`src/design/crd_pkg.sv`:
```
package crd_pkg;

  localparam int VALUE_BITS   = 64;
  localparam int DEN_BITS     = 7;
  localparam int HALF_BITS    = VALUE_BITS / 2;
  localparam int PROD_BITS    = 2 * VALUE_BITS;
  localparam int SUM_BITS     = PROD_BITS + 1;
  localparam int BD_BITS      = VALUE_BITS + DEN_BITS;
  localparam int DIV_STEPS    = 4;
  localparam int DIV_STAGES   = PROD_BITS / DIV_STEPS;
  localparam int CFG_IDX_BITS = 3;

  typedef logic [1:0] mode_t;

  localparam mode_t MODE_CONST  = 2'd0;
  localparam mode_t MODE_DUP    = 2'd1;
  localparam mode_t MODE_AFFINE = 2'd2;
  localparam mode_t MODE_RESID  = 2'd3;

  localparam logic [CFG_IDX_BITS-1:0] REG_MODE      = 3'd0;
  localparam logic [CFG_IDX_BITS-1:0] REG_CONSTANT  = 3'd1;
  localparam logic [CFG_IDX_BITS-1:0] REG_SLOPE_NUM = 3'd2;
  localparam logic [CFG_IDX_BITS-1:0] REG_SLOPE_DEN = 3'd3;
  localparam logic [CFG_IDX_BITS-1:0] REG_INTERCEPT = 3'd4;

  typedef struct packed {
    mode_t                 mode;
    logic [VALUE_BITS-1:0] constant_value;
    logic [VALUE_BITS-1:0] slope_num;
    logic [DEN_BITS-1:0]   slope_den;
    logic [VALUE_BITS-1:0] intercept;
  } cfg_t;

  // one word in flight through the divider
  typedef struct packed {
    logic                  valid;
    logic                  last;
    logic                  neg;
    logic [VALUE_BITS-1:0] plain;
    logic [PROD_BITS-1:0]  work;
    logic [DEN_BITS-1:0]   rem;
  } div_t;

endpackage

```
`src/design/crd_div_stage.sv`:
```
module crd_div_stage import crd_pkg::*; (
  input  logic                clk,
  input  logic                rst,
  input  logic [DEN_BITS-1:0] den,
  input  div_t                din,
  output div_t                dout
);

  div_t              dout_next;
  logic [DEN_BITS:0] part;

  // restoring steps: dividend shifts out the top, quotient in at the bottom
  always_comb begin
    dout_next = din;
    part      = '0;
    for (int i = 0; i < DIV_STEPS; i++) begin
      part           = {dout_next.rem, dout_next.work[PROD_BITS-1]};
      dout_next.work = {dout_next.work[PROD_BITS-2:0], 1'b0};
      if (part >= {1'b0, den}) begin
        part              = part - {1'b0, den};
        dout_next.work[0] = 1'b1;
      end
      dout_next.rem = part[DEN_BITS-1:0];
    end
    if (rst) begin
      dout_next.valid = 1'b0;
    end
  end

  always_ff @(posedge clk) begin
    dout <= dout_next;
  end

endmodule

```
`config.mk`:
```
export PLATFORM = sky130hd
export DESIGN_NAME = crd_div_stage
export DESIGN_NICKNAME = d
export VERILOG_FILES = /design/src/design/crd_pkg.sv /design/src/design/crd_div_stage.sv
export SDC_FILE = /design/constraint.sdc
export NUM_CORES = 1
export LEC_CHECK = 0
export ABC_AREA = 1
export BUFFER_PORTS_ARGS = -buffer_cell sky130_fd_sc_hd__buf_2
export CAP_MARGIN = 20
export CORE_AREA = 2 2 159 161
export DETAILED_ROUTE_END_ITERATION = 8
export DIE_AREA = 0 0 161 163
export SYNTH_ARGS = -nofsm -noshare
export SYNTH_HDL_FRONTEND = slang
export SYNTH_SLANG_ARGS = --single-unit
```
`constraint.sdc`:
```
create_clock -name clk -period 19.51 [get_ports clk]
set_clock_uncertainty 0.15 [all_clocks]
set_input_delay 1.951 -clock clk [delete_from_list [all_inputs] [get_ports clk]]
set_output_delay 1.951 -clock clk [all_outputs]
set_load 0.05 [all_outputs]
```
=== Yosys cells after proc, flatten, opt, wreduce, memory -nomap -nowiden ===
Cells that the tools add are included.

* Register bits: 202
* Input port bits: 211
* Output and inout port bits: 202
* Word-level logic and storage cells: 22

* Add/subtract/negate cells: 4
* Order comparisons: 4
* Muxes and demuxes: 8

{| class="wikitable"
|+ Operators with widths
! cell !! number
|-
| $ge A8 B7 Y1 || 4
|-
| $mux W7 || 4
|-
| $sub A7 B7 Y7 || 4
|-
| $mux W1 || 4
|}

=== Depth between registers and ports, before layout ===
Gate-level depths: netlist of run 1.

* Word-level depth: 8
* Gate-level depth with buffers: 46
* Gate-level depth less buffers: 46

=== Worst setup path before layout of run 1 ===
Ideal clock, no wire load.

* Kind: input to register
* Start: input din[134] in the netlist's numbering
* End: register dout[1] in the netlist's numbering
* Library setup time: 0.112 ns
* Arrival time: 7.211 ns
* Required time: 19.248 ns
* Path slack: 12.037 ns
* Cell stages on the path: 45
* Buffers on the path: 0
* Path through: inv_1 -> ha_1 -> inv_1 -> fa_1 -> nand2_1 -> nand2_1 -> nand2_1 -> nand2_2 -> nand2_4 -> nand2_8 -> nand2_1 -> o21a_1 -> inv_1 -> ha_1 -> nand2_1 -> inv_2 -> nand3_1 -> nand3_1 -> (+9 left out) -> nand2_1 -> nand2_1 -> nand2_1 -> inv_1 -> nand3_4 -> nand2_1 -> nand2_1 -> inv_1 -> fa_1 -> o21ai_0 -> a21oi_1 -> o21bai_1 -> o21a_1 -> nor2_1 -> nand2_2 -> nor2_4 -> nand2_1 -> nand2_1

{| class="wikitable"
|+ RTL lines
! what !! line !! source
|-
| from (decl) || crd_div_stage.sv:5 || <nowiki>input div_t din,</nowiki>
|-
| to (signal assigned) || crd_div_stage.sv:31 || <nowiki>dout <= dout_next;</nowiki>
|-
| to (decl) || crd_div_stage.sv:6 || <nowiki>output div_t dout</nowiki>
|}

==> run metrics, run 1 <==
CTS tree=built; final period utilization=39.9%; Nets=1,160; Power Dens Cells=148 nW/µm²; worst hold start=din[199]; top achievable clock speed=0.129 GHz; CTS Hold Buffers Added=0; Arr. time, crit path=8020 ps; vias per cell=3.80; number of synthesized flops with an enable pin=0; FF/Latch Area=4040 µm²; antenna viol nets, final=0; Max Cap Viol=0; leak pwr=4.77 nW; die footprint=26,200 µm²; CP endpoint kind=flip-flop; Post-synth top flop=dfxtp_1; Setup TNS=0 ps; Final Hold Viols=0; Worst-path clk slew=60 ps; minimum clock period=7780 ps; status=completed; dominant cell type by area after synthesis=dfxtp_1; layout cells sized above 1=50.7%; max reg flops=202; Worst Hold Class=input port to flip-flop; Multi-input gate area=1470 µm²; worst-margin pin slew=322 ps; buffers added on ports=412; critical path fanouts, max=10; Avg Inst Size Synth=11.9 µm²; asr flop ratio synth=0%; Most flops, register=dout; critical path class=input port to flip-flop; die height=163 µm; Synth cell types=34; clock root buffer=clkbuf_16; Req. time, crit path=19,750 ps; largest net degree at the start of global routing=15; HPWL reported at the end of detailed placement=17,400 µm; H-tree levels=1; DR pass1 iterations=4; #FFs+latches synth=202; Starting Density=23.2%; # rows=58; DR DRC count=0; post-synthesis sequential area ratio=70.7%; Max-slew headroom=78.3%; Final Setup Violations=0; Syn Std Cell Area=5720 µm²; Finished Cell Area=9020 µm²; crit path max-delay cell type=fa_1; Tot GR Track Use=15.0%; chip width=161 µm; RSZ-0062 raised after global routing=no; type of origin of the critical path=input port; area growth from synthesis to final layout=57.6%; gate count of the mapped netlist=480; DP Area=8200 µm²; area share of the largest cell type after synthesis=70.7%; maximum vdd ir drop=0.0000676 V; Ports=413; wire length per cell=16.6 µm; Yosys warning count=0; Post-CTS Setup Inserts=0; core area=24,700 µm²; Post-Syn Nets=723; Synth area leaders=dfxtp_1, nand2_1, ha_1; Worst Setup EP=dout[2]; initial DRC count=224; Num CTS Buffers=23; Largest regs=dout: 202 flops; cell repeated most along the worst path=nand2_1; DRT Wirelength=21,000 µm; antenna violations before repair=5; fill count=2,513; Core Util, Final=36.6%; clk buf depth=3; clock sink total=202; GP Congestion=0.836; CP Launch Point=den[1]; vias in the first global route=4,854; Final Max Slew Viols=0; first-pass GRT wire length=29,700 µm; cells resized by post-CTS repair=0; vias post-DR=4,797; max incr delay on CP=490 ps; GRT overflow=0
[metal layers]
layer | vias up | GRT usage, % | share of wire, %
met5 | - | 0 | 0.17
met4 | 6 | 4.30 | 2.4
met3 | 41 | 4.74 | 8.0
met2 | 203 | 25.8 | 49
met1 | 2165 | 17.9 | 40
li1 | 2382 | - | -
[cells in the final DEF, fill, tap and decap left out, types with 2 or more instances in the layout]
cell       netlist  routed
inv_1           51      51
ha_1            28      28
fa_1             4       4
nand2_1         98      98
clkbuf_1         0       3
o21ai_1          3       3
xnor2_1          6       6
clkbuf_16        0      23
nand4_1          3       3
dfxtp_1        202     202
xor2_1          10      10
o21ai_0          6       6
buf_2            0     412
nor2_1           6       6
nand2_8          2       2
nand3_2          3       3
a21oi_1         13      13
nand3_1         19      19
clkinv_2         0       3
inv_2            3       3
a21oi_2          2       2
clkinv_4         0       3
bufinv_16        0       5
inv_6            0       2
nand2_2          3       3
nor2_8           2       2
o21a_1           2       2
[cell families after synthesis]
logic type	count (synthesis)	synth area share, %
AND/OR/NAND/NOR	145	12.6
flip-flops	202	70.7
adder cells (fa/ha/maj)	32	7.52
AO/OA/AOI/OAI	30	3.15
XOR/XNOR	16	2.45
buffers and inverters	55	3.65
[per-stage QoR]
| stage | hold WS (ps) | instances | total power [mW] | worst slack [ps] |
|---|---|---|---|---|
| floorplan | 1830 | 480 | 0.780 | 12040 |
| global placement | 1900 | 1222 | 0.879 | 11420 |
| detailed placement | 1900 | 1222 | 0.886 | 11220 |
| CTS | 1360 | 1263 | 1.36 | 11700 |
| global route | 1370 | 1263 | 1.42 | 11060 |
| finish | 1390 | 1264 | 1.34 | 11730 |
[final cells by class]
type / instances / share of cell area (%)
Antenna cell: 1 / 0.0277
Clock inverter: 14 / 2.44
Multi-Input combinational cell: 223 / 16.3
Inverter: 55 / 2.32
Timing Repair Buffer: 412 / 22.9
Tap cell: 330 / 4.58
Sequential cell: 202 / 44.8
Clock buffer: 27 / 6.66
[Yosys cell counts (4+ instances only)]
cell     number
a21oi_1      13
dfxtp_1     202
fa_1          4
ha_1         28
inv_1        51
nand2_1      98
nand3_1      19
nor2_1        6
o21ai_0       6
xnor2_1       6
xor2_1       10
[how the worst min path moves through the flow]
| stage | end | depth (start not counted) |
|---|---|---|
| floorplan | dout[100] | 0 |
| global placement | dout[78] | 1 |
| detailed placement | dout[80] | 1 |
| CTS | dout[135] | 1 |
| global route | dout[135] | 1 |
| finish | dout[199] | 1 |
[power breakdown]
group	internal [mW]	switching, mW
Clock	0.289	0.175
Sequential	0.448	0.0103
Combinational	0.129	0.287
Total	0.865	0.472
[worst max-delay path, delay by kind of cell]
family | cells | cell delay (ps)
compound gates | 10 | 1810
fa+ha+maj | 4 | 1670
buf+inv | 6 | 690
simple gates | 22 | 1870
Note: power is estimated with default switching activity, not from simulation.
==> inputs of run 2 (changes only) <==
--- a/config.mk
+++ b/config.mk
@@ -8,9 +8,9 @@
 export ABC_AREA = 1
 export BUFFER_PORTS_ARGS = -buffer_cell sky130_fd_sc_hd__buf_2
 export CAP_MARGIN = 20
-export CORE_AREA = 2 2 159 161
+export CORE_AREA = 2 2 160 162
 export DETAILED_ROUTE_END_ITERATION = 8
-export DIE_AREA = 0 0 161 163
+export DIE_AREA = 0 0 162 164
 export SYNTH_ARGS = -nofsm -noshare
 export SYNTH_HDL_FRONTEND = slang
 export SYNTH_SLANG_ARGS = --single-unit
==> constraint.sdc (replaced) <==
create_clock -name clk -period 7.18 [get_ports clk]
set_clock_uncertainty 0.15 [all_clocks]
set_input_delay 0.718 -clock clk [delete_from_list [all_inputs] [get_ports clk]]
set_output_delay 0.718 -clock clk [all_outputs]
set_load 0.05 [all_outputs]
==> run metrics, run 2 (synthesis results as in run 1) <==
Num CTS Buffers=23 (unchanged); vias in the first global route=4,820 (-0.70%); Max-slew headroom=74.7% (-3.6 points); Seq pwr share=34.7% (+0.5 points); Final Worst Setup Slack=721 ps (-11,010 ps); wire length per cell=16.1 µm (-3.2%); area growth from synthesis to final layout=57.0%; type of origin of the critical path=input port; leak pwr=4.76 nW (-0.37%); Core Util, Final=36.2% (-0.35 points); crit path max-delay cell type=fa_1; DR DRC count=0 (unchanged); DR pass1 iterations=4 (unchanged); maximum vdd ir drop=0.000214 V (+220%); max incr delay on CP=480 ps (about the same); first-pass GRT wire length=28,600 µm (-3.5%); cell repeated most along the worst path=nand2_1; Setup TNS=0 ps (unchanged); CP endpoint kind=flip-flop; chip width=162 µm (+0.62%); RSZ-0062 raised after global routing=no; antenna viol nets, final=0 (unchanged); # rows=58 (unchanged); Final Setup Violations=0 (unchanged); Placement Setup Slack=114 ps (-11,100 ps); vias per cell=3.79 (about the same); fill count=2,515 (+0.080%); CTS Hold Buffers Added=0 (unchanged); largest net degree at the start of global routing=15 (unchanged); GRT overflow=0 (unchanged); most frequent cells in the layout=buf_2, dfxtp_1, nand2_1; Starting Density=23.1% (-0.14 points); clk buf depth=3 (unchanged); Worst-path clk slew=60 ps (about the same); die height=164 µm (+0.61%); clock sink total=202 (unchanged); critical path class=input port to flip-flop; Max Cap Viol=0 (unchanged); CTS tree=built; Worst Hold Class=input port to flip-flop; Ports=413 (unchanged); buffers added on ports=412 (unchanged); max reg flops=202 (unchanged); DRT Wirelength=20,400 µm (-3.2%); final period utilization=90.0%; minimum clock period=6460 ps; Nets=1,161 (+0.086%); Switching Power=1.28 mW (+170%); GP Congestion=0.857 (+2.5%); top achievable clock speed=0.155 GHz; critical path fanouts, max=10 (unchanged); status=completed; commonest non-fill, non-tap cell in the layout=buf_2; Final Hold Viols=0 (unchanged); layout cells sized above 1=50.9% (+0.21 points); antenna violations before repair=2 (-3); Tot GR Track Use=14.2% (-0.76 points); Final Max Slew Viols=0 (unchanged); cells resized by post-CTS repair=0 (unchanged); worst-margin pin slew=376 ps (+53.7 ps); Power Dens Cells=396 nW/µm² (+170%); core area=24,800 µm² (+0.59%); Clock power frac=33.5% (-1.2 points); Most flops, register=dout; Post-CTS Setup Inserts=0 (unchanged); vias post-DR=4,793 (-0.083%); switching part of the total=36.0% (+0.66 points); Req. time, crit path=7430 ps (-12,320 ps); HPWL reported at the end of detailed placement=16,900 µm (-3.3%); H-tree levels=1 (unchanged); Int Pwr=2.28 mW (+160%); Arr. time, crit path=6710 ps (-1310 ps); clock root buffer=clkbuf_16; initial DRC count=243 (+8.5%); die footprint=26,600 µm² (+1.2%); Largest regs=dout: 202 flops; combinational fraction of design power=31.9% (+0.8 points)
-- run 2: final timing paths --
check	cells past startpoint	to	slack, ps	startpoint
max	42	dout[0]	720	den[1]
min	1	dout[155]	150	din[155]
-- run 2: worst max-delay path: cells and delay by family --
family          cells  cell delay (ps)
simple gates       22             2140
fa+ha+maj           4             1570
compound gates     10             1540
buf+inv             6              730
-- run 2: per-layer routing --
metal	global-route usage, %	wire length [µm]	vias up
met3	4.42	1570	29
met2	24.7	10000	216
li1	-	-	2386
met1	17.2	8330	2160
met4	3.46	431	2
met5	0	13	-
-- run 2: power by group through the flow --
stage	Clock, mW	Sequential, mW	Combinational [mW]
3_5_place_dp	0	1.26	1.14
6_report	1.19	1.24	1.13
2_1_floorplan	0	1.56	0.556
5_1_grt	1.28	1.24	1.26
3_3_place_gp	0	1.26	1.13
4_1_cts	1.23	1.24	1.15
-- run 2: through the flow --
step | hold WS, ps | instance area, µm² | instances | power [mW]
4_1_cts | 119 | 8980 | 1263 | 3.61
3_5_place_dp | 672 | 8210 | 1223 | 2.40
5_1_grt | 119 | 8980 | 1263 | 3.78
2_1_floorplan | 596 | 5720 | 480 | 2.12
3_3_place_gp | 670 | 8210 | 1223 | 2.39
6_report | 150 | 8990 | 1264 | 3.56
-- run 2: final cells by class --
class	instances	area, µm²	share of cell area (%)
clock inverters	12	145	1.61
clock buffers	28	634	7.06
repair buffers	413	2070	23.0
well taps	330	413	4.59
multi-input cells	223	1470	16.4
flip-flops and latches	202	4040	45.0
inverters	55	209	2.32
diodes	1	2.50	0.0278
