File: config.mk
export PLATFORM = sky130hd
export DESIGN_NAME = crd_cfg
export DESIGN_NICKNAME = d
export VERILOG_FILES = /design/src/design/crd_pkg.sv /design/src/design/crd_cfg.sv
export SDC_FILE = /design/constraint.sdc
export NUM_CORES = 1
export LEC_CHECK = 0
export ABC_AREA = 0
export BUFFER_PORTS_ARGS = -buffer_cell sky130_fd_sc_hd__buf_2
export CAP_MARGIN = 20
export CORE_MARGIN = 2
export CORE_UTILIZATION = 50
export CTS_CLUSTER_DIAMETER = 40
export CTS_CLUSTER_SIZE = 20
export DETAILED_ROUTE_END_ITERATION = 7
export PLACE_DENSITY = 0.79
export SYNTH_ARGS = -nofsm -noshare
export SYNTH_HDL_FRONTEND = slang
export SYNTH_SLANG_ARGS = --single-unit
File: constraint.sdc
create_clock -name clk -period 1.1 [get_ports clk]
set_input_delay 0.11 -clock clk [delete_from_list [all_inputs] [get_ports clk]]
set_output_delay 0.11 -clock clk [all_outputs]
set_load 0.02 [all_outputs]
File: src/design/crd_pkg.sv
package crd_pkg;

  localparam int VALUE_BITS   = 64;
  localparam int DEN_BITS     = 7;
  localparam int HALF_BITS    = VALUE_BITS / 2;
  localparam int PROD_BITS    = 2 * VALUE_BITS;
  localparam int SUM_BITS     = PROD_BITS + 1;
  localparam int BD_BITS      = VALUE_BITS + DEN_BITS;
  localparam int DIV_STEPS    = 4;
  localparam int DIV_STAGES   = PROD_BITS / DIV_STEPS;
  localparam int CFG_IDX_BITS = 3;

  typedef logic [1:0] mode_t;

  localparam mode_t MODE_CONST  = 2'd0;
  localparam mode_t MODE_DUP    = 2'd1;
  localparam mode_t MODE_AFFINE = 2'd2;
  localparam mode_t MODE_RESID  = 2'd3;

  localparam logic [CFG_IDX_BITS-1:0] REG_MODE      = 3'd0;
  localparam logic [CFG_IDX_BITS-1:0] REG_CONSTANT  = 3'd1;
  localparam logic [CFG_IDX_BITS-1:0] REG_SLOPE_NUM = 3'd2;
  localparam logic [CFG_IDX_BITS-1:0] REG_SLOPE_DEN = 3'd3;
  localparam logic [CFG_IDX_BITS-1:0] REG_INTERCEPT = 3'd4;

  typedef struct packed {
    mode_t                 mode;
    logic [VALUE_BITS-1:0] constant_value;
    logic [VALUE_BITS-1:0] slope_num;
    logic [DEN_BITS-1:0]   slope_den;
    logic [VALUE_BITS-1:0] intercept;
  } cfg_t;

  // one word in flight through the divider
  typedef struct packed {
    logic                  valid;
    logic                  last;
    logic                  neg;
    logic [VALUE_BITS-1:0] plain;
    logic [PROD_BITS-1:0]  work;
    logic [DEN_BITS-1:0]   rem;
  } div_t;

endpackage

File: src/design/crd_cfg.sv
module crd_cfg import crd_pkg::*; (
  input  logic                    clk,
  input  logic                    rst,
  input  logic                    cfg_valid,
  output logic                    cfg_ready,
  input  logic [CFG_IDX_BITS-1:0] cfg_index,
  input  logic [VALUE_BITS-1:0]   cfg_data,
  output cfg_t                    cfg
);

  assign cfg_ready = 1'b1;

  always_ff @(posedge clk) begin
    if (rst) begin
      cfg.mode           <= MODE_CONST;
      cfg.constant_value <= '0;
      cfg.slope_num      <= VALUE_BITS'(1);
      cfg.slope_den      <= DEN_BITS'(1);
      cfg.intercept      <= '0;
    end else if (cfg_valid) begin
      case (cfg_index)
        REG_MODE:      cfg.mode           <= cfg_data[1:0];
        REG_CONSTANT:  cfg.constant_value <= cfg_data;
        REG_SLOPE_NUM: cfg.slope_num      <= cfg_data;
        REG_SLOPE_DEN: cfg.slope_den      <= cfg_data[DEN_BITS-1:0];
        REG_INTERCEPT: cfg.intercept      <= cfg_data;
        default: ;
      endcase
    end
  end

endmodule

Word level (Yosys, flattened, before mapping)
Cells that the tools add are included.
W data, S select, Z words.
- eq/ne operators: 4
- reductions and logical operators: 6
- operators by type and width (operator ; number):
    $reduce_and A2 Y1 ; 5
    $eq A3 B2 Y1 const B ; 2
    $eq A3 B1 Y1 const B ; 1
    $eq A3 B3 Y1 const B ; 1
    $logic_not A3 Y1 ; 1
- register bits after elaboration: 201
- output and inout bits: 202
- word-level logic and storage cells: 15

Logic depth before layout (Yosys ltp)
Gate-level depths: netlist of the first run.
- depth in word-level cells: 2
- mapped depth: 4
- depth with buffers taken out: 2

Least setup slack after synthesis of the first run
Ideal clock, no wire load.
- kind: input-to-reg
- start: input port cfg_index[2]
- end: register cfg[139] (netlist name)
- library setup time: 72 ps
- arrival: 862 ps
- data required time: 1028 ps
- slack: 166 ps
- stages: 4
- buffers on the path: 2
- path through: and4bb_1 buf_6 buf_12 mux2i_1
- word-level cells in the longest chain between the ends: 2
- RTL lines (element ; line ; RTL):
    start: declaration ; crd_cfg.sv:6 ; input logic [CFG_IDX_BITS-1:0] cfg_index,
    $eq A3 B1 Y1 ; crd_cfg.sv:21 ; case (cfg_index)
    $reduce_and A2 Y1 (no source line) ; - ;
    end: declaration ; crd_cfg.sv:8 ; output cfg_t cfg
No other way between the ends.
A chain may end at the register's enable or synchronous reset.

==> results by group, run 1 <==
Setup path
  • Reg-to-reg endpoint: cfg[96]
  • Setup crit end kind: register
  • Reg2reg path depth: 3
  • CP startpoint: rst
  • Critical Path RT: roughly 1500 ps
  • CP Max Fanout: 53
  • Worst reg2reg startpoint: cfg[96]
  • Setup Crit Path Kind: in2reg
  • FF-to-FF setup slack: roughly 200 ps
  • Arr. time, crit path: roughly 1600 ps
  • Worst Setup Start Kind: input pin

Global routing
  • First-pass GRT wire length: ~40 mm
  • GR Util All Layers: 0.282
  • Number of global-route vias before repair: 7362
  • Largest net degree at the start of global routing: 94
  • Antenna violations before repair: 0
  • GRT Residual Overflow: 0

Yosys
  • Seq/Total Area, Yosys: 0.493
  • Post-Syn Instances: approximately 730
  • Asr flop ratio synth: 0
  • Syn_nets: 798
  • Top cells by area, synth: dfxtp_1 (49%), mux2i_1 (25%), nand2b_1 (20%)
  • Yosys cell types: 15
  • Post-Syn Area: between 8000 and 9000 um^2
  • Cell accounting for the most synthesized area: dfxtp_1
  • Post-synth EDFFs: 0
  • Number of synthesized register bits: approximately 200
  • Mapped Avg Cell Area: around 11 um^2
  • Ys flop type: dfxtp_1
  • Syn. warnings: 0
  • Top cell type's share of synthesized area: 0.493

Final layout
  • ANT cells: 0
  • FILL cells: ~690
  • NumNets Final: approximately 1.2k
  • Largest register FFs: roughly 200
  • Share of cells above drive strength 1: 0.553
  • Final instance area: between 10000 and 15000 um^2
  • Largest Register: cfg
  • Post-Layout Cell Count: ~1.4k
  • Largest registers: cfg (201)
  • Final core utilization: 0.865
  • Commonest non-fill, non-tap cells in the layout: nand2b_1 (261), buf_6 (203), dfxtp_2 (201)
  • P&R area growth vs syn: 68.9%
  • Most common cell after layout, fill and taps aside: nand2b_1

Power
  • Gate power share: 0.100
  • Share of power burned in registers: 0.397
  • P_leak: 6.65 nW
  • Internal Dissipation: ~0.014 W
  • Switching Fraction: 0.245
  • Net switching power: approximately 0.0047 W
  • Maximum vdd ir drop: 1.10 mV
  • Clock share of power: 0.503
  • Final Power: between 0.015 and 0.02 W
  • PD cells: around 1400 nW/um^2

Route
  • First-pass detailed-route iteration total: 4
  • DRC viols: 0
  • Final WL: between 20 and 30 mm
  • Mean routed wirelength per cell: between 20 and 25 um
  • Vias: a little over 7k
  • Via density: 5.05
  • DRT iter0 DRCs: roughly 340
  • Routed Antenna Nets: 0

Clocking
  • H-tree depth: 1
  • Clock net sink count: roughly 200
  • Clock Path Buffers: 3
  • Clock Pin Slew Worst Setup and Hold Paths: about 60 ps
  • CTS root buffer: clkbuf_16
  • Clock Latency Late Sink: roughly 510 ps
  • CTS Buf Count: 30
  • CTS tree: yes

Run
  • Maxcap violations: 0

Die
  • Die Span Y: 132 um
  • Io pins: between 200 and 300
  • Core area: roughly 16000 um^2
  • Die X: around 130 um
  • Initial core utilization: 0.512
  • DIE AREA: ~17000 um^2
  • Site row count: 46

Timing
  • Worst Clk Skew: 0 ps
  • Slew Viols, Final: 0
  • Final Hold Fails: 0
  • Setup ws final: -56.0 ps
  • Min cycle time layout: 1160 ps
  • Unrepaired setup endpoints after global routing: true
  • Fin crit share: 1.05
  • Worst hold slack: 11.0 ps
  • Fmax: between 800 and 900 MHz
  • Endpoints failing setup: 47

Worst hold path
  • Hold Crit Endpoint: cfg[200]
  • Hold crit path type: in2reg
  • Hold Path Origin: cfg_index[2]
  • Cells on Worst Hold Path: 3

Run status
  • Outcome: finished with violations
  • Failing checks: negative setup slack

Place
  • Dpl cell area: 9740 um^2
  • Gpl congestion: 0.780
  • Port buffer count: 270
  • Dpl cells: between 1k and 1.5k
  • DPL Wire Length: 12.9 mm
logic make-up after synthesis:
logic type             count (synthesis)  synth area share
flip-flops                           201             0.493
buffers and inverters                 52            0.0474
AND/OR/NAND/NOR                      273             0.213
other                                  1          0.000459
multiplexers                         201             0.246
layer usage:
| layer | GRT usage | vias to the layer above | wire length [um] |
|---|---|---|---|
| met4 | 0.142 | 0 | 1170 |
| met2 | 0.527 | 266 | 15400 |
| met1 | 0.296 | 3502 | 10700 |
| met5 | 0 | - | 0 |
| li1 | - | 3302 | - |
| met3 | 0.0615 | 76 | 1370 |
worst max-delay path by stage:
| stage | end | slack [ps] | cells after the start |
|---|---|---|---|
| final | cfg[96] | -60 | 5 |
| after global routing | cfg[132] | -50 | 1 |
| after floorplan | cfg[139] | 170 | 4 |
| after detailed placement | cfg[175] | -80 | 4 |
| after CTS | cfg[98] | -10 | 1 |
| after global placement | cfg[164] | -40 | 4 |
synthesized netlist by cell type (3+ instances only):
cell type / number
dfxtp_1: 201
buf_2: 4
clkbuf_1: 27
buf_4: 4
nand4bb_1: 3
nand2b_1: 263
buf_12: 5
buf_6: 12
mux2i_1: 201
nor2_1: 3
repair_timing:
action                                 4_1_cts  5_1_grt
gates cloned                                 0        1
setup endpoints to repair                  201      283
setup buffers                               16       92
hold buffers                                68        0
pin swaps                                    0        1
endpoints found under the hold margin      200        0
resized for setup                          603        6
area by class of cell:
| class | count | area (um^2) | area share |
|---|---|---|---|
| repair buffers | 467 | 4430 | 0.321 |
| flip-flops and latches | 201 | 4280 | 0.310 |
| multi-input cells | 475 | 3800 | 0.275 |
| clock buffers | 34 | 797 | 0.0578 |
| well taps | 216 | 270 | 0.0196 |
| clock inverters | 21 | 224 | 0.0162 |
worst max-delay path, cell delays in order:
cell	delay [ps]
dlygate4sd3_1	580
buf_6	190
buf_12	180
nand2b_1	220
mux2i_1	270
power by group through the flow:
| stage | logic, W | clock network [W] | registers [W] |
|---|---|---|---|
| floorplan | 0.000644 | 0 | 0.00788 |
| global placement | 0.00130 | 0 | 0.00768 |
| detailed placement | 0.00130 | 0 | 0.00768 |
| CTS | 0.00170 | 0.00959 | 0.00759 |
| global route | 0.00200 | 0.0101 | 0.00762 |
| finish | 0.00192 | 0.00965 | 0.00761 |
metrics by stage:
step / TNS, ps / setup WS, ps
2_1_floorplan: 0 / 166
3_3_place_gp: -1730 / -40.8
3_5_place_dp: -3110 / -80.1
4_1_cts: -162 / -13.6
5_1_grt: -3250 / -50.5
6_report: -611 / -56.0
Note: power is estimated with default switching activity, not from simulation.
==> run 2, diff against run 1 <==
--- a/config.mk
+++ b/config.mk
@@ -11,3 +11,3 @@
 export CORE_MARGIN = 2
-export CORE_UTILIZATION = 50
+export CORE_UTILIZATION = 35
 export CTS_CLUSTER_DIAMETER = 40
@@ -15,3 +15,2 @@
 export DETAILED_ROUTE_END_ITERATION = 7
-export PLACE_DENSITY = 0.79
 export SYNTH_ARGS = -nofsm -noshare
--- a/constraint.sdc
+++ b/constraint.sdc
@@ -3,2 +3,2 @@
 set_output_delay 0.11 -clock clk [all_outputs]
-set_load 0.02 [all_outputs]
+set_load 0.01 [all_outputs]
==> run 2 against run 1 <==
  * The run now ends clean
  * Worst setup slack better by 83 ps
  * Wire length is 27% lower
  * Fmax is 7.7% higher
  * Sequential cell count stayed put
  * Clock power is 5% higher
  * Global-route usage is 12 points lower
  * Combinational power is 27% lower
==> results by group, run 2 (same netlist as run 1, synthesis figures left out) <==
Route
  • Vias: 6152 (-14%)
  • Routed Antenna Nets: 0 (unchanged)
  • Mean routed wirelength per cell: 14.8 um (-27%)
  • DRC viols: 0 (unchanged)
  • Final WL: 20.9 mm (-27%)
  • First-pass detailed-route iteration total: 4 (unchanged)
  • Via density: 4.36 (-14%)
  • DRT iter0 DRCs: 169 (-50%)

Worst hold path
  • Hold crit path type: in2reg
  • Cells on Worst Hold Path: 3 (unchanged)

Final layout
  • NumNets Final: 1143 (-8.2%)
  • Commonest non-fill, non-tap cells in the layout: nand2b_1 (263), buf_2 (235), mux2i_1 (201)
  • Largest Register: cfg
  • Most common cell after layout, fill and taps aside: nand2b_1
  • Storage cell area: 4090 um^2 (-4.2%)
  • Multi-input gate area: 3790 um^2 (-0.23%)
  • Largest registers: cfg (201)
  • Final core utilization: 0.522 (-0.343)
  • Largest register FFs: 201 (unchanged)
  • ANT cells: 0 (unchanged)
  • Share of cells above drive strength 1: 0.382 (-0.172)
  • FILL cells: 2060 (+200%)
  • P&R area growth vs syn: 45.6%

Clocking
  • CTS Buf Count: 34 (+13%)
  • Clock net sink count: 201 (unchanged)
  • Clock Path Buffers: 3 (unchanged)
  • H-tree depth: 2 (+1)
  • Clock Pin Slew Worst Setup and Hold Paths: 50 ps (about the same)
  • Post-CTS Setup Inserts: 0 (-16)
  • CTS tree: yes
  • CTS root buffer: clkbuf_16
  • Clock Latency Late Sink: 480 ps (-30 ps)

Setup path
  • CP Max Fanout: 2 (-96%)
  • Crit path cell chain: buf_2
  • Worst path slowest cell: dfxtp_1
  • Setup crit end kind: primary output
  • Critical path's top delay family: flip-flops
  • Worst Setup Start Kind: register
  • Reg2reg path depth: 2 (-1)
  • Arr. time, crit path: 960 ps (-610 ps)
  • Worst path buffer plus inverter count: 1 (-2)
  • Critical Path RT: 990 ps (-520 ps)
  • Setup Crit Path Kind: reg2out
  • Levels on crit path: 1 (-4)
  • Slowest cell delay on critical path: 340 ps (-240 ps)

Power
  • Clock share of power: 0.531 (+0.028)
  • Share of power burned in registers: 0.395 (-0.002)
  • Switching Fraction: 0.224 (-0.0205)
  • Internal Dissipation: 0.0148 W (+2.2%)
  • Gate power share: 0.074 (-0.026)
  • Maximum vdd ir drop: 0.929 mV (-16%)
  • P_leak: 5.92 nW (-11%)
  • Net switching power: 0.00428 W (-8.8%)
  • PD cells: 1610 nW/um^2 (+15%)

Die
  • Die X: 157 um (+19%)
  • Die Span Y: 157 um (+19%)
  • DIE AREA: 24600 um^2 (+41%)
  • Io pins: 272 (unchanged)
  • Core area: 22800 um^2 (+43%)
  • Initial core utilization: 0.358 (-0.154)
  • Site row count: 55 (+20%)

Place
  • Port buffer count: 270 (unchanged)
  • DPL Wire Length: 14.0 mm (+8.1%)
  • Gpl congestion: 0.745 (-4.4%)

Global routing
  • GR Util All Layers: 0.165 (-0.116)
  • Number of global-route vias before repair: 6251 (-15%)
  • GRT Residual Overflow: 0 (unchanged)
  • Largest net degree at the start of global routing: 83 (-12%)
  • First-pass GRT wire length: 32.7 mm (-17%)
  • Antenna violations before repair: 0 (unchanged)

Timing
  • Worst Clk Skew: 0 ps (unchanged)
  • Min cycle time layout: 1070 ps (-83.0 ps)
  • Endpoints failing setup: 0 (-100%)
  • Setup_tns: 0 ps (+611 ps)
  • Fmax: 932 MHz (+7.7%)
  • Final Hold Fails: 0 (unchanged)
  • Slew Viols, Final: 0 (unchanged)
  • Fin crit share: 0.975 (-0.0754)

Run status
  • Outcome: finished clean

Run
  • Maxcap violations: 0 (unchanged)
## run 2: cell count changes in the layout (fill, tap and decap cells not counted), moves of 3 or more
cell	before	now
dfxtp_2	201	56
buf_2	68	235
dlygate4sd3_1	66	61
clkbuf_16	32	35
buf_6	203	19
clkbuf_8	1	4
buf_4	118	34
dfxtp_1	0	145
## run 2: metrics by stage
step	cells	power [W]	hold WS, ps	setup slack [ps]	area, um^2
after floorplan	728	0.00840	281	166	8160
after global placement	1289	0.00890	397	-88.2	9930
after detailed placement	1289	0.00891	424	-130	9930
after CTS	1411	0.0194	0.254	0.392	11700
after global routing	1411	0.0198	23.0	-3.45	11900
final	1411	0.0191	9.73	27.0	11900
## run 2: final timing paths
path	from	end	slack, ps
hold / removal	cfg_data[3]	cfg[3]	10
setup / recovery	cfg[77]	cfg[77]	30
hold reg to reg	cfg[130]	cfg[130]	460
setup reg to reg	cfg[91]	cfg[91]	470
## run 2: metal layers
| layer | global-route usage | vias up | routed length (um) |
|---|---|---|---|
| met5 | 0 | - | 0 |
| met4 | 0.0568 | 0 | 491 |
| met3 | 0.0557 | 36 | 1330 |
| met2 | 0.274 | 175 | 9880 |
| met1 | 0.201 | 2847 | 9200 |
| li1 | - | 3094 | - |
## run 2: power groups by stage
| stage | Combinational, W | Sequential (W) | Clock [W] |
|---|---|---|---|
| floorplan | 0.000643 | 0.00776 | 0 |
| global placement | 0.00123 | 0.00768 | 0 |
| detailed placement | 0.00123 | 0.00768 | 0 |
| CTS | 0.00141 | 0.00753 | 0.0104 |
| global route | 0.00153 | 0.00756 | 0.0108 |
| finish | 0.00141 | 0.00755 | 0.0101 |
## run 2: area by class of cell
type                            instances  share of cell area
Timing Repair Buffer                  361               0.210
Clock buffer                           42              0.0793
Multi-Input combinational cell        475               0.319
Tap cell                              313              0.0329
Clock inverter                         19              0.0146
Sequential cell                       201               0.344
## run 2: what timing repair did
action / CTS / global route
hold buffers: 61 / 0
setup endpoints to repair: 9 / 70
hold endpoints to repair: 185 / 0
resized for setup: 10 / 81
